--- src/hdl/frame_slot_manager_macros.svh ---
// assertion macros for the frame slot manager rtl
`ifndef FRAME_SLOT_MANAGER_MACROS_SVH
`define FRAME_SLOT_MANAGER_MACROS_SVH

// same-cycle implication, disabled while reset is high
`define FSLOT_ASSERT_IMP(lbl, clk, rst, ante, cons, msg) \
   lbl: assert property (@(posedge clk) disable iff (rst) (ante) |-> (cons)) \
      else $error(msg);

// next-cycle implication, disabled while reset is high
`define FSLOT_ASSERT_NXT(lbl, clk, rst, ante, cons, msg) \
   lbl: assert property (@(posedge clk) disable iff (rst) (ante) |=> (cons)) \
      else $error(msg);

`endif

--- src/hdl/fslot_pkg.sv ---
// types and constants of the frame slot manager
package fslot_pkg;

   localparam int SLOT_COUNT_DEF = 2;
   localparam int SEQ_W          = 64;

   typedef enum logic [2:0] {
      REQ_ACQUIRE         = 3'd0,
      REQ_PREPARE_DONE    = 3'd1,
      REQ_PUBLISH_SELECT  = 3'd2,
      REQ_PUBLISH_RESTORE = 3'd3,
      REQ_PUBLISH_COMMIT  = 3'd4,
      REQ_RETAIN          = 3'd5,
      REQ_RELEASE         = 3'd6,
      REQ_RESET           = 3'd7
   } req_kind_type;

   typedef enum logic [2:0] {
      ST_FREE       = 3'd0,
      ST_PREPARING  = 3'd1,
      ST_READY      = 3'd2,
      ST_PUBLISHING = 3'd3,
      ST_RETAINED   = 3'd4
   } slot_state_type;

   typedef struct packed {
      logic [2:0]       req_type;
      logic             slot_index;
      logic             exclusive_sample;
      logic             allow_supersede;
      logic             op_ok;
      logic             needs_frame;
      logic             has_timing_token;
      logic [SEQ_W-1:0] content_serial;
   } req_item_type;

   typedef struct packed {
      logic             granted;
      logic             granted_slot;
      logic [1:0]       superseded_count;
      logic [SEQ_W-1:0] ready_sequence;
      logic             force_frame;
      logic             frame_available;
      logic             status;
   } rsp_item_type;

   function automatic logic is_complete(slot_state_type s);
      return (s == ST_READY) || (s == ST_PUBLISHING) || (s == ST_RETAINED);
   endfunction

endpackage

--- src/hdl/fslot_req_if.sv ---
// request channel of the frame slot manager
interface fslot_req_if import fslot_pkg::*; ();
   logic             valid;
   logic             ready;
   logic [2:0]       req_type;
   logic             slot_index;
   logic             exclusive_sample;
   logic             allow_supersede;
   logic             op_ok;
   logic             needs_frame;
   logic             has_timing_token;
   logic [SEQ_W-1:0] content_serial;

   modport source (
      output valid, req_type, slot_index, exclusive_sample, allow_supersede,
             op_ok, needs_frame, has_timing_token, content_serial,
      input  ready
   );
   modport sink (
      input  valid, req_type, slot_index, exclusive_sample, allow_supersede,
             op_ok, needs_frame, has_timing_token, content_serial,
      output ready
   );
endinterface

--- src/hdl/fslot_rsp_if.sv ---
// response channel of the frame slot manager
interface fslot_rsp_if import fslot_pkg::*; ();
   logic             valid;
   logic             ready;
   logic             granted;
   logic             granted_slot;
   logic [1:0]       superseded_count;
   logic [SEQ_W-1:0] ready_sequence;
   logic             force_frame;
   logic             frame_available;
   logic             status;

   modport source (
      output valid, granted, granted_slot, superseded_count, ready_sequence,
             force_frame, frame_available, status,
      input  ready
   );
   modport sink (
      input  valid, granted, granted_slot, superseded_count, ready_sequence,
             force_frame, frame_available, status,
      output ready
   );
endinterface

--- src/hdl/fslot_engine.sv ---
// next slot state and response for one event, from registered slot state
module fslot_engine import fslot_pkg::*; #(
   parameter int SLOT_COUNT = SLOT_COUNT_DEF
) (
   input  req_item_type   item,
   input  slot_state_type state_q [SLOT_COUNT],
   input  logic [SEQ_W-1:0] seq_q [SLOT_COUNT],
   input  slot_state_type saved_q [SLOT_COUNT],
   output slot_state_type state_d [SLOT_COUNT],
   output logic [SEQ_W-1:0] seq_d [SLOT_COUNT],
   output slot_state_type saved_d [SLOT_COUNT],
   output rsp_item_type   result
);

   localparam int IDX_W = $clog2(SLOT_COUNT);
   localparam int CNT_W = $clog2(SLOT_COUNT + 1);

   // slot_index is one bit wide, so it always addresses an existing slot
   always_comb begin
      logic [IDX_W-1:0] idx;
      logic [IDX_W-1:0] sel;
      logic             found;
      logic             idle;
      logic             any_pub;
      logic             any_ret;
      logic             newer;
      logic             any_ready;
      logic [CNT_W-1:0] ready_cnt;
      logic [CNT_W-1:0] dropped;
      logic [SEQ_W-1:0] best;
      logic             force_f;
      logic [SEQ_W-1:0] rseq;

      idx       = IDX_W'(item.slot_index);
      sel       = '0;
      found     = 1'b0;
      idle      = 1'b1;
      any_pub   = 1'b0;
      any_ret   = 1'b0;
      newer     = 1'b0;
      any_ready = 1'b0;
      ready_cnt = '0;
      dropped   = '0;
      best      = '1;
      force_f   = 1'b0;
      rseq      = '0;
      state_d   = state_q;
      seq_d     = seq_q;
      saved_d   = saved_q;
      result    = '0;

      case (req_kind_type'(item.req_type))
         REQ_ACQUIRE: begin
            for (int i = 0; i < SLOT_COUNT; i++) begin
               if (state_q[i] == ST_RETAINED) begin
                  any_ret = 1'b1;
               end else if (state_q[i] != ST_FREE) begin
                  idle = 1'b0;
                  if (state_q[i] == ST_PUBLISHING) any_pub = 1'b1;
               end else if (!found) begin
                  found = 1'b1;
                  sel   = IDX_W'(i);
               end
               if (state_q[i] == ST_READY) ready_cnt = ready_cnt + CNT_W'(1);
            end
            if (item.exclusive_sample && !idle) found = 1'b0;
            // supersede the oldest ready frame, keeping one if nothing else is shown
            if (item.allow_supersede && !item.exclusive_sample && !found &&
                ((any_pub || any_ret) ? (ready_cnt != '0) : (ready_cnt > CNT_W'(1)))) begin
               for (int i = 0; i < SLOT_COUNT; i++) begin
                  if (state_q[i] == ST_READY && seq_q[i] < best) begin
                     found = 1'b1;
                     sel   = IDX_W'(i);
                     best  = seq_q[i];
                  end
               end
            end
            if (found) begin
               if (state_q[sel] == ST_READY) dropped = CNT_W'(1);
               state_d[sel]        = ST_PREPARING;
               seq_d[sel]          = item.content_serial;
               result.granted      = 1'b1;
               result.granted_slot = sel[0];
            end
         end
         REQ_PREPARE_DONE: begin
            force_f = !item.op_ok;
            if (state_q[idx] != ST_PREPARING) begin
               result.status = 1'b1;
            end else if (item.op_ok) begin
               for (int i = 0; i < SLOT_COUNT; i++) begin
                  if (IDX_W'(i) != idx) begin
                     if (is_complete(state_q[i]) && seq_q[i] > seq_q[idx]) begin
                        newer = 1'b1;
                     end else if (state_q[i] == ST_RETAINED) begin
                        state_d[i] = ST_FREE;
                     end
                  end
               end
               if (newer) begin
                  state_d[idx] = ST_FREE;
               end else begin
                  state_d[idx] = ST_READY;
                  rseq         = seq_q[idx];
                  if (item.has_timing_token) force_f = 1'b1;
               end
            end else begin
               state_d[idx] = ST_FREE;
            end
         end
         REQ_PUBLISH_SELECT: begin
            for (int i = 0; i < SLOT_COUNT; i++) begin
               if (state_q[i] == ST_READY && (!found || seq_q[i] > best)) begin
                  found = 1'b1;
                  sel   = IDX_W'(i);
                  best  = seq_q[i];
               end
            end
            if (!found && item.needs_frame) begin
               for (int i = 0; i < SLOT_COUNT; i++) begin
                  if (state_q[i] == ST_RETAINED && (!found || seq_q[i] > best)) begin
                     found = 1'b1;
                     sel   = IDX_W'(i);
                     best  = seq_q[i];
                  end
               end
            end
            if (found) begin
               saved_d[sel]        = state_q[sel];
               state_d[sel]        = ST_PUBLISHING;
               result.granted      = 1'b1;
               result.granted_slot = sel[0];
            end
         end
         REQ_PUBLISH_RESTORE: begin
            if (state_q[idx] != ST_PUBLISHING) result.status = 1'b1;
            else                               state_d[idx] = saved_q[idx];
         end
         REQ_PUBLISH_COMMIT: begin
            for (int i = 0; i < SLOT_COUNT; i++) begin
               if (state_q[i] == ST_READY && seq_q[i] < seq_q[idx]) begin
                  state_d[i] = ST_FREE;
                  dropped    = dropped + CNT_W'(1);
               end
            end
         end
         REQ_RETAIN: begin
            if (state_q[idx] != ST_PUBLISHING) begin
               result.status = 1'b1;
            end else begin
               for (int i = 0; i < SLOT_COUNT; i++) begin
                  if (IDX_W'(i) != idx) begin
                     if (is_complete(state_q[i]) && seq_q[i] > seq_q[idx]) begin
                        newer = 1'b1;
                     end else if (seq_q[i] < seq_q[idx] &&
                                  (state_q[i] == ST_READY || state_q[i] == ST_RETAINED)) begin
                        if (state_q[i] == ST_READY) dropped = dropped + CNT_W'(1);
                        state_d[i] = ST_FREE;
                     end
                  end
               end
               state_d[idx] = newer ? ST_FREE : ST_RETAINED;
            end
         end
         REQ_RELEASE: begin
            state_d[idx] = ST_FREE;
         end
         REQ_RESET: begin
            for (int i = 0; i < SLOT_COUNT; i++) begin
               state_d[i] = ST_FREE;
               seq_d[i]   = '0;
               saved_d[i] = ST_FREE;
            end
         end
         default: begin
            result.status = 1'b1;
         end
      endcase

      any_ret = 1'b0;
      for (int i = 0; i < SLOT_COUNT; i++) begin
         if (state_d[i] == ST_READY)         any_ready = 1'b1;
         else if (state_d[i] == ST_RETAINED) any_ret   = 1'b1;
      end

      result.superseded_count = (dropped > CNT_W'(3)) ? 2'd3 : dropped[1:0];
      result.ready_sequence   = rseq;
      result.force_frame      = force_f;
      result.frame_available  = any_ready || (any_ret && item.needs_frame);
   end

endmodule

--- src/hdl/frame_slot_manager.sv ---
// frame slot manager top level: request register, slot state and response register
//
// Bookkeeping for a small pool of frame slots shared by a producer (acquire,
// prepare) and a consumer (publish). Each request transaction is an event:
// acquire, prepare done, publish select, publish restore, publish commit,
// retain, release or reset, and each one returns exactly one response
// transaction with the granted slot, the number of ready frames dropped, the
// sequence that became ready, and the force-frame, frame-available and status
// flags. A request is captured in an input register; once the response
// register is free or drained, the event is applied to the registered slot
// table in one pass and the response is written to the output register.
// One request is taken every cycle while responses are being taken. The
// slot table is updated in the same cycle that the response is loaded, so
// back-to-back requests always see the effect of their predecessors. While
// a response waits, one further request is held in the input register.
// Reset clears every slot to free with sequence zero.
`include "frame_slot_manager_macros.svh"

module frame_slot_manager import fslot_pkg::*; #(
   parameter int SLOT_COUNT = SLOT_COUNT_DEF
) (
   input  logic        clock,
   input  logic        reset,
   fslot_req_if.sink   req,
   fslot_rsp_if.source rsp
);

   // input register
   logic             req_valid_ff, req_valid_in;
   req_item_type     req_item_ff, req_item_in;

   // response register
   logic             rsp_valid_ff, rsp_valid_in;
   rsp_item_type     rsp_item_ff;
   rsp_item_type     rsp_item_in;

   // slot table
   slot_state_type   state_ff [SLOT_COUNT];
   slot_state_type   state_in [SLOT_COUNT];
   logic [SEQ_W-1:0] seq_ff   [SLOT_COUNT];
   logic [SEQ_W-1:0] seq_in   [SLOT_COUNT];
   slot_state_type   saved_ff [SLOT_COUNT];
   slot_state_type   saved_in [SLOT_COUNT];

   logic             advance;
   logic             take_req;

   // the held request moves on whenever the response register is free or drained
   assign advance   = req_valid_ff && (!rsp_valid_ff || rsp.ready);
   assign req.ready = !req_valid_ff || advance;
   assign take_req  = req.valid && req.ready;

   always_comb begin
      req_valid_in = take_req ? 1'b1 : (advance ? 1'b0 : req_valid_ff);
      req_item_in  = req_item_ff;
      if (take_req) begin
         req_item_in.req_type         = req.req_type;
         req_item_in.slot_index       = req.slot_index;
         req_item_in.exclusive_sample = req.exclusive_sample;
         req_item_in.allow_supersede  = req.allow_supersede;
         req_item_in.op_ok            = req.op_ok;
         req_item_in.needs_frame      = req.needs_frame;
         req_item_in.has_timing_token = req.has_timing_token;
         req_item_in.content_serial   = req.content_serial;
      end
      rsp_valid_in = advance ? 1'b1 : (rsp.ready ? 1'b0 : rsp_valid_ff);
   end

   // event evaluation against the current slot table
   fslot_engine #(
      .SLOT_COUNT (SLOT_COUNT)
   ) u_engine (
      .item    (req_item_ff),
      .state_q (state_ff),
      .seq_q   (seq_ff),
      .saved_q (saved_ff),
      .state_d (state_in),
      .seq_d   (seq_in),
      .saved_d (saved_in),
      .result  (rsp_item_in)
   );

   always_ff @(posedge clock) begin
      if (reset) begin
         req_valid_ff <= 1'b0;
         rsp_valid_ff <= 1'b0;
         for (int i = 0; i < SLOT_COUNT; i++) begin
            state_ff[i] <= ST_FREE;
            seq_ff[i]   <= '0;
            saved_ff[i] <= ST_FREE;
         end
      end else begin
         req_valid_ff <= req_valid_in;
         rsp_valid_ff <= rsp_valid_in;
         if (advance) begin
            state_ff <= state_in;
            seq_ff   <= seq_in;
            saved_ff <= saved_in;
         end
      end
   end

   // payload registers
   always_ff @(posedge clock) begin
      req_item_ff <= req_item_in;
      if (advance) rsp_item_ff <= rsp_item_in;
   end

   assign rsp.valid            = rsp_valid_ff;
   assign rsp.granted          = rsp_item_ff.granted;
   assign rsp.granted_slot     = rsp_item_ff.granted_slot;
   assign rsp.superseded_count = rsp_item_ff.superseded_count;
   assign rsp.ready_sequence   = rsp_item_ff.ready_sequence;
   assign rsp.force_frame      = rsp_item_ff.force_frame;
   assign rsp.frame_available  = rsp_item_ff.frame_available;
   assign rsp.status           = rsp_item_ff.status;

   // a held request stays put until the response side can take it
   `FSLOT_ASSERT_NXT(a_hold_req, clock, reset, req_valid_ff && !advance,
      req_valid_ff && $stable(req_item_ff), "held request changed while stalled")

   // every request that moves on produces a response
   `FSLOT_ASSERT_NXT(a_rsp_loaded, clock, reset, advance, rsp_valid_ff,
      "request advanced without a response")

   // a grant comes only from acquire or publish select, which are never ignored
   `FSLOT_ASSERT_IMP(a_grant_status, clock, reset, rsp_valid_ff && rsp_item_ff.granted,
      !rsp_item_ff.status && rsp_item_ff.ready_sequence == '0,
      "grant with status or ready sequence set")

   // a ready sequence is reported only by a successful prepare done
   `FSLOT_ASSERT_IMP(a_ready_seq, clock, reset,
      rsp_valid_ff && rsp_item_ff.ready_sequence != '0,
      !rsp_item_ff.status && rsp_item_ff.frame_available &&
      rsp_item_ff.superseded_count == 2'd0,
      "ready sequence without a ready slot")

endmodule
--- src/flat_wrapper.sv ---
// flat-port wrapper written by rule: the top's interface ports become plain ports
module frame_slot_manager_flat import fslot_pkg::*;
#(
   parameter int SLOT_COUNT = SLOT_COUNT_DEF
)
  (clock, reset, req_valid, req_req_type, req_slot_index, req_exclusive_sample, req_allow_supersede, req_op_ok, req_needs_frame, req_has_timing_token, req_content_serial, req_ready, rsp_valid, rsp_granted, rsp_granted_slot, rsp_superseded_count, rsp_ready_sequence, rsp_force_frame, rsp_frame_available, rsp_status, rsp_ready);
  fslot_req_if req_i ();
  fslot_rsp_if rsp_i ();
  input  logic clock;
  input  logic reset;
  input wire logic [$bits(req_i.valid)-1:0] req_valid;
  input wire logic [$bits(req_i.req_type)-1:0] req_req_type;
  input wire logic [$bits(req_i.slot_index)-1:0] req_slot_index;
  input wire logic [$bits(req_i.exclusive_sample)-1:0] req_exclusive_sample;
  input wire logic [$bits(req_i.allow_supersede)-1:0] req_allow_supersede;
  input wire logic [$bits(req_i.op_ok)-1:0] req_op_ok;
  input wire logic [$bits(req_i.needs_frame)-1:0] req_needs_frame;
  input wire logic [$bits(req_i.has_timing_token)-1:0] req_has_timing_token;
  input wire logic [$bits(req_i.content_serial)-1:0] req_content_serial;
  output wire logic [$bits(req_i.ready)-1:0] req_ready;
  output wire logic [$bits(rsp_i.valid)-1:0] rsp_valid;
  output wire logic [$bits(rsp_i.granted)-1:0] rsp_granted;
  output wire logic [$bits(rsp_i.granted_slot)-1:0] rsp_granted_slot;
  output wire logic [$bits(rsp_i.superseded_count)-1:0] rsp_superseded_count;
  output wire logic [$bits(rsp_i.ready_sequence)-1:0] rsp_ready_sequence;
  output wire logic [$bits(rsp_i.force_frame)-1:0] rsp_force_frame;
  output wire logic [$bits(rsp_i.frame_available)-1:0] rsp_frame_available;
  output wire logic [$bits(rsp_i.status)-1:0] rsp_status;
  input wire logic [$bits(rsp_i.ready)-1:0] rsp_ready;
  assign req_i.valid = req_valid;
  assign req_i.req_type = req_req_type;
  assign req_i.slot_index = req_slot_index;
  assign req_i.exclusive_sample = req_exclusive_sample;
  assign req_i.allow_supersede = req_allow_supersede;
  assign req_i.op_ok = req_op_ok;
  assign req_i.needs_frame = req_needs_frame;
  assign req_i.has_timing_token = req_has_timing_token;
  assign req_i.content_serial = req_content_serial;
  assign req_ready = req_i.ready;
  assign rsp_valid = rsp_i.valid;
  assign rsp_granted = rsp_i.granted;
  assign rsp_granted_slot = rsp_i.granted_slot;
  assign rsp_superseded_count = rsp_i.superseded_count;
  assign rsp_ready_sequence = rsp_i.ready_sequence;
  assign rsp_force_frame = rsp_i.force_frame;
  assign rsp_frame_available = rsp_i.frame_available;
  assign rsp_status = rsp_i.status;
  assign rsp_i.ready = rsp_ready;
  frame_slot_manager #(.SLOT_COUNT(SLOT_COUNT)) u_core (.clock(clock), .reset(reset), .req(req_i), .rsp(rsp_i));
endmodule
--- config.mk ---
export PLATFORM = sky130hd
export DESIGN_NAME = frame_slot_manager_flat
export DESIGN_NICKNAME = d
export VERILOG_FILES = /design/src/hdl/fslot_pkg.sv /design/src/hdl/fslot_req_if.sv /design/src/hdl/fslot_rsp_if.sv /design/src/hdl/fslot_engine.sv /design/src/hdl/frame_slot_manager.sv /design/src/flat_wrapper.sv
export VERILOG_INCLUDE_DIRS = /design/src /design/src/hdl
export SDC_FILE = /design/constraint.sdc
export NUM_CORES = 1
export LEC_CHECK = 0
export CAP_MARGIN = 20
export CORE_ASPECT_RATIO = 0.7
export CORE_UTILIZATION = 25
export DETAILED_ROUTE_END_ITERATION = 8
export DONT_BUFFER_PORTS = 1
export PLACE_DENSITY = 0.39
export SLEW_MARGIN = 20
export SYNTH_ARGS = -nofsm -noshare
export SYNTH_HDL_FRONTEND = slang
export SYNTH_SLANG_ARGS = --single-unit
--- constraint.sdc ---
create_clock -name clock -period 27.5 [get_ports clock]
set_clock_uncertainty 0.05 [all_clocks]
set_input_delay 2.75 -clock clock [delete_from_list [all_inputs] [get_ports clock]]
set_output_delay 2.75 -clock clock [all_outputs]
set_load 0.02 [all_outputs]
### Word-level counts from Yosys, hierarchy flattened

Cells that the tools add are included.

* output and inout bits: 73
* logic and storage cells: 309
* input port bits: 77
* register bits: 286

* $lt $le $gt $ge: 17
* eq/ne operators: 22
* reduce and logical (&&, ||, !) cells: 56
* bitwise logic cells: 17
* add/subtract/negate cells: 3
* mux-type cells: 171

Operators with widths (number)
* 64-bit two-way mux: 14
* 64-bit > comparator: 5
* 128-bit one-hot mux with 2 select lines: 1
* 64-bit less-than comparator: 3
* 128-bit bitwise mux: 1
* 128-bit two-way mux: 1
* 3-bit two-way mux: 40
* 1-bit two-way mux: 80
* 64-bit demux with 1-bit select: 1
* 64-bit less-than comparator, second input constant: 1
* 6-bit two-way mux: 8
* 6-bit one-hot mux with 8 select lines: 1
* 2-bit two-way mux: 14
* 3-bit by 2-bit equality test with 1-bit output, second input constant: 9
* 3-bit equality test, second input constant: 8
* 1-bit logical AND: 22
* 6-bit bitwise mux: 3
* 1-bit logical OR: 13
* 6-bit bitwise AND: 2
* 6-bit one-hot mux with 2 select lines: 1
* 2-bit nonzero test: 5
* 3-bit demux with 1-bit select: 3
* 1-bit zero test: 9
* 4-bit bitwise AND: 2
* other kinds (25): 39

### Logic depth before layout (Yosys ltp)

* word-level depth: 36
* gate-level depth with buffers: 40
* mapped depth without buffers: 34

### Modules after synthesis

Synthesis repeated with hierarchy kept, for this count alone.

* cells, all modules: 3008
* area, all modules: 25879.8 um^2

By module, submodules not included
* fslot_engine: cells each 2247, area an instance 15199.6 um^2, instances 1, sequential area each 0.0 um^2
* frame_slot_manager: cells each 761, area an instance 10680.2 um^2, instances 1, sequential area each 7166.9 um^2

### Worst setup path after synthesis

Ideal clock, no wire load.

* path kind: reg2reg
* start: reg u_core.state_ff[3] in the netlist's numbering
* end: reg u_core.state_ff[0] in the netlist's numbering
* arrival: 8551 ps
* stages on the path, launching flop included: 40
* library setup time: 262 ps
* clock period less this slack: 8863 ps
* slack: 18637 ps
* path through: dfxtp_1 -> clkbuf_1 -> nor2_1 -> nand2_2 -> buf_4 -> clkbuf_1 -> nor2_1 -> ha_1 -> a211oi_1 -> o21ai_0 -> o221a_2 -> a2111o_1 -> a211oi_1 -> a21oi_2 -> buf_2 -> buf_6 -> o31ai_1 -> ha_1 -> [4 not listed] -> a2111oi_2 -> a21bo_1 -> inv_1 -> o31a_2 -> a31oi_4 -> buf_8 -> mux2_4 -> ha_1 -> a2111oi_0 -> o21ai_0 -> o2111ai_1 -> a21oi_1 -> nor4_1 -> nor3_1 -> a211oi_1 -> and3_1 -> or2_2 -> a211oi_1

* longest elaborated chain between the ends: 28
* elaborated cells on any way between the ends: 128

Ends and longest elaborated chain
* start: declaration: RTL line frame_slot_manager.sv:38 `slot_state_type state_ff [SLOT_COUNT];`
* start signal: assignment: RTL line frame_slot_manager.sv:96 `state_ff <= state_in;`
* 3-bit by 2-bit equality test with 1-bit output
* 64-bit two-way mux / 1-bit two-way mux (equally long branches): RTL line fslot_engine.sv:113, fslot_engine.sv:64
* 64-bit two-way mux / 1-bit two-way mux (equally long branches): RTL line fslot_engine.sv:52 `case (req_kind_type'(item.req_type))`
* 64-bit > comparator / 1-bit zero test (equally long branches): RTL line fslot_engine.sv:113 `if (state_q[i] == ST_READY && (!found || seq_q[i] > best)) begin`
* 1-bit logical OR: RTL line fslot_engine.sv:113
* 1-bit logical AND: RTL line fslot_engine.sv:113
* 64-bit two-way mux / 1-bit two-way mux (equally long branches): RTL line fslot_engine.sv:113
* 64-bit two-way mux / 1-bit two-way mux (equally long branches): RTL line fslot_engine.sv:52
* [12 not listed]
* 1-bit inverter with 2-bit output (not written as such): RTL line fslot_engine.sv:130 `state_d[sel] = ST_PUBLISHING;`
* 2-bit >= comparator (not written as such) / 2-bit by 1-bit less-than comparator with 1-bit output (equally long branches): RTL line fslot_engine.sv:130
* 1-bit logical AND (not written as such): RTL line fslot_engine.sv:130
* 3-bit two-way mux (not written as such): RTL line fslot_engine.sv:130
* 3-bit demux with 1-bit select: RTL line fslot_engine.sv:130
* 4-bit OR (no source line)
* 6-bit two-way mux: RTL line fslot_engine.sv:128 `if (found) begin`
* 6-bit one-hot mux with 8 select lines (*): RTL line fslot_engine.sv:52

Mark *: on every way between the ends. The rest lies on a longest branch, timed or not. The select of a mux whose other input is x is not followed.
A chain may end at the register's enable or synchronous reset.

==> flow_summary.toml <==
[run_status]
status = "finished clean"

[placed_design]
gp_congestion = 0.879
io_buffer_count = 0
dp_hpwl_um = 65300

[clock_network]
postCtsSetupBuffers = 0
cts_root_buf = "clkbuf_16"
clock_sinks = 286
cts_resized = 0
path_clk_slew_ns = 0.06
tritoncts = "done"
clk_path_buf_depth = 3
clk_latency_ns = 0.57
htree_levels = 2
postCtsHoldBufs = 0
cts_inserted_buffers = 36

[run]
drv_cap = 0

[yosys]
synth_top_area_cell = "ha_1"
synth-main-ff-cell = "edfxtp_1"
synth-edff-count = 144
syn-cell-area_um2 = 22900
synth_commonest_cells = "ha_1 (384), a21oi_1 (272), nor2_1 (257)"
synth_area_leaders = "ha_1 (21%), edfxtp_1 (19%), dfxtp_1 (12%)"
synth_top_cell_area_share_pct = 21.0
synth_area_per_cell_um2 = 8.94
synth_cell_types = 84
syn-num-nets = 3024
ys_seq_elements = 286
synthCells = 2563
yosys_warnings = 0
synthArstFlopShare_pct = 0
yosysMostFrequentCell = "ha_1"
ys_seq_area_share_pct = 31.3

[worst_hold_path]
hold_class = "flip-flop to flip-flop"
hold_depth = 1

[critical_path]
start_kind = "flip-flop"
cpMostUsedCell = "nand4_1"
endpoint_kind = "flip-flop"
cpPeakStageDelay_ns = 0.88
reg2regPathDepth = 34
cp.required_ns = 27.75
critPathSlowestCell = "nor4_1"
critical_path.max_fanout = 138
arrival_ns = 13.06
reg2reg_slack_ns = 14.70
critPathKind = "flip-flop to flip-flop"

[timing]
tns_ns = 0
finalCriticalPeriod_ns = 12.80
slew_headroom_pct = 26.5
timing.final.crit_share_pct = 46.6
max_freq_ghz = 0.0781
rsz0062_at_grt = "false"
drv_slew = 0
setup_viol = 0
hold_violations = 0
tightest_slew_ns = 1.10

[global_routing]
grt_pass1_vias = 19356
grt_antenna_before_repair = 6
grt_max_degree = 143
overflow = 0
grt_pass1_wl_um = 130000
grt_usage_pct = 18.7

[power]
p_per_area_nw_per_um2 = 47.2
internal_power_uw = 832
power_frac_seq_pct = 40.2
power.total_uw = 1200
vdd_ir_drop_max_v = 0.0000311
p_leak_uw = 0.0108
p_switching_uw = 364
p_comb_share_pct = 18.9
clkPwrFrac_pct = 40.9
switching_share_pct = 30.4

[finish]
finalNetCount = 2976
syn2layout_area_growth_pct = 10.7
layout-drive-gt1-share_pct = 7.40
fin_util_pct = 28.1

[drt]
drc = 0
wire_per_inst_um = 23.5
vias = 19937
antenna_left = 0
vias_per_cell = 5.29
drtIter0Drc = 1461
dr.pass1.iters = 5
wirelength_um = 88500

[floorplanning]
pin_count = 150
initial_utilization_pct = 25.3
die_y_um = 255
coreArea_um2 = 90400
rows = 92
die-area_um2 = 92800
die_x_um = 364
cells by family after synthesis:
group                      count (synthesis)  synth area share [%]
and+or+nand+nor                          958                  20.1
AOI/OAI and AO/OA                        581                  15.8
adders and majority gates                385                  21.0
DFF                                      286                  31.3
buffers and inverters                    217                  4.48
muxes                                    134                  7.19
xor gates and xnor gates                   2                0.0765
final cells by class:
class	count	area, um2
inverters	92	348
diodes	4	10.0
fillers	9586	65000
flip-flops and latches	286	7170
multi-input cells	2060	14800
clock buffers	47	983
clock inverters	17	200
well taps	1222	1530
repair buffers	39	313
worst max-delay path: cells and delay by family (launching register included):
family | cells | cell delay, ns
DFF | 1 | 0.78
adders and majority gates | 3 | 0.98
buffers and inverters | 4 | 1.92
muxes | 2 | 0.67
AOI/OAI and AO/OA | 10 | 2.34
and+or+nand+nor | 15 | 5.64
routing by layer:
layer	up-vias	GRT usage, %	share of wire [%]
met5	-	0	0.068
met4	8	3.63	1.5
met3	85	3.06	5.7
met2	538	25.9	39
met1	9836	29.5	54
li1	9470	-	-
state kept, by name, summed over array words and instances, names as in the netlist:
register	flops
u_core.rsp.superseded_count	2
u_core.req_valid_ff	1
u_core.rsp.valid	1
u_core.req_item_ff	73
u_core.rsp.force_frame	1
u_core.saved_ff	6
u_core.rsp.ready_sequence	64
u_core.rsp.frame_available	1
u_core.rsp.granted	1
u_core.seq_ff	128
u_core.state_ff	6
u_core.rsp.granted_slot	1
u_core.rsp.status	1
metrics by stage:
step / std cells / hold slack [ns] / setup slack, ns / instance area, um2
3_5_place_dp: 3699 / 0.422 / 14.88 / 24200
2_1_floorplan: 2563 / 0.408 / 18.64 / 22900
4_1_cts: 3763 / 0.435 / 14.86 / 25300
6_report: 3767 / 0.430 / 14.70 / 25300
5_1_grt: 3763 / 0.453 / 14.03 / 25300
3_3_place_gp: 3698 / 0.424 / 14.97 / 24100
final timing paths:
kind	startpoint	endpoint
worst max-delay path	u_core.state_ff[5]	u_core.rsp.frame_available
worst max register to register	u_core.state_ff[5]	u_core.rsp.frame_available
worst min-delay path	u_core.saved_ff[0]	u_core.saved_ff[0]
worst min register to register	u_core.saved_ff[0]	u_core.saved_ff[0]
layout by cell type, fill, tap and decap left out, drive strengths merged, types with 24 or more instances in the layout:
cell type  netlist  layout
a21oi          274     274
nor2           257     257
mux2i           70      70
mux2            64      64
a211oi          24      24
a21o            36      36
nand2          236     236
nand4           96      96
nand3          174     174
buf             43      39
edfxtp         144     144
inv             91      93
clkbuf          76      47
nand2b          68      68
nor3            26      26
dfxtp          142     142
o21ai           70      70
o31ai           67      67
ha             384     384
power groups by stage:
stage | Clock (uW) | Combinational (uW) | Sequential, uW
floorplan | 0 | 153 | 482
global placement | 0 | 219 | 490
detailed placement | 0 | 223 | 490
CTS | 506 | 224 | 481
global route | 521 | 246 | 483
finish | 489 | 226 | 481
No activity file was read; power rests on OpenSTA's default activity.
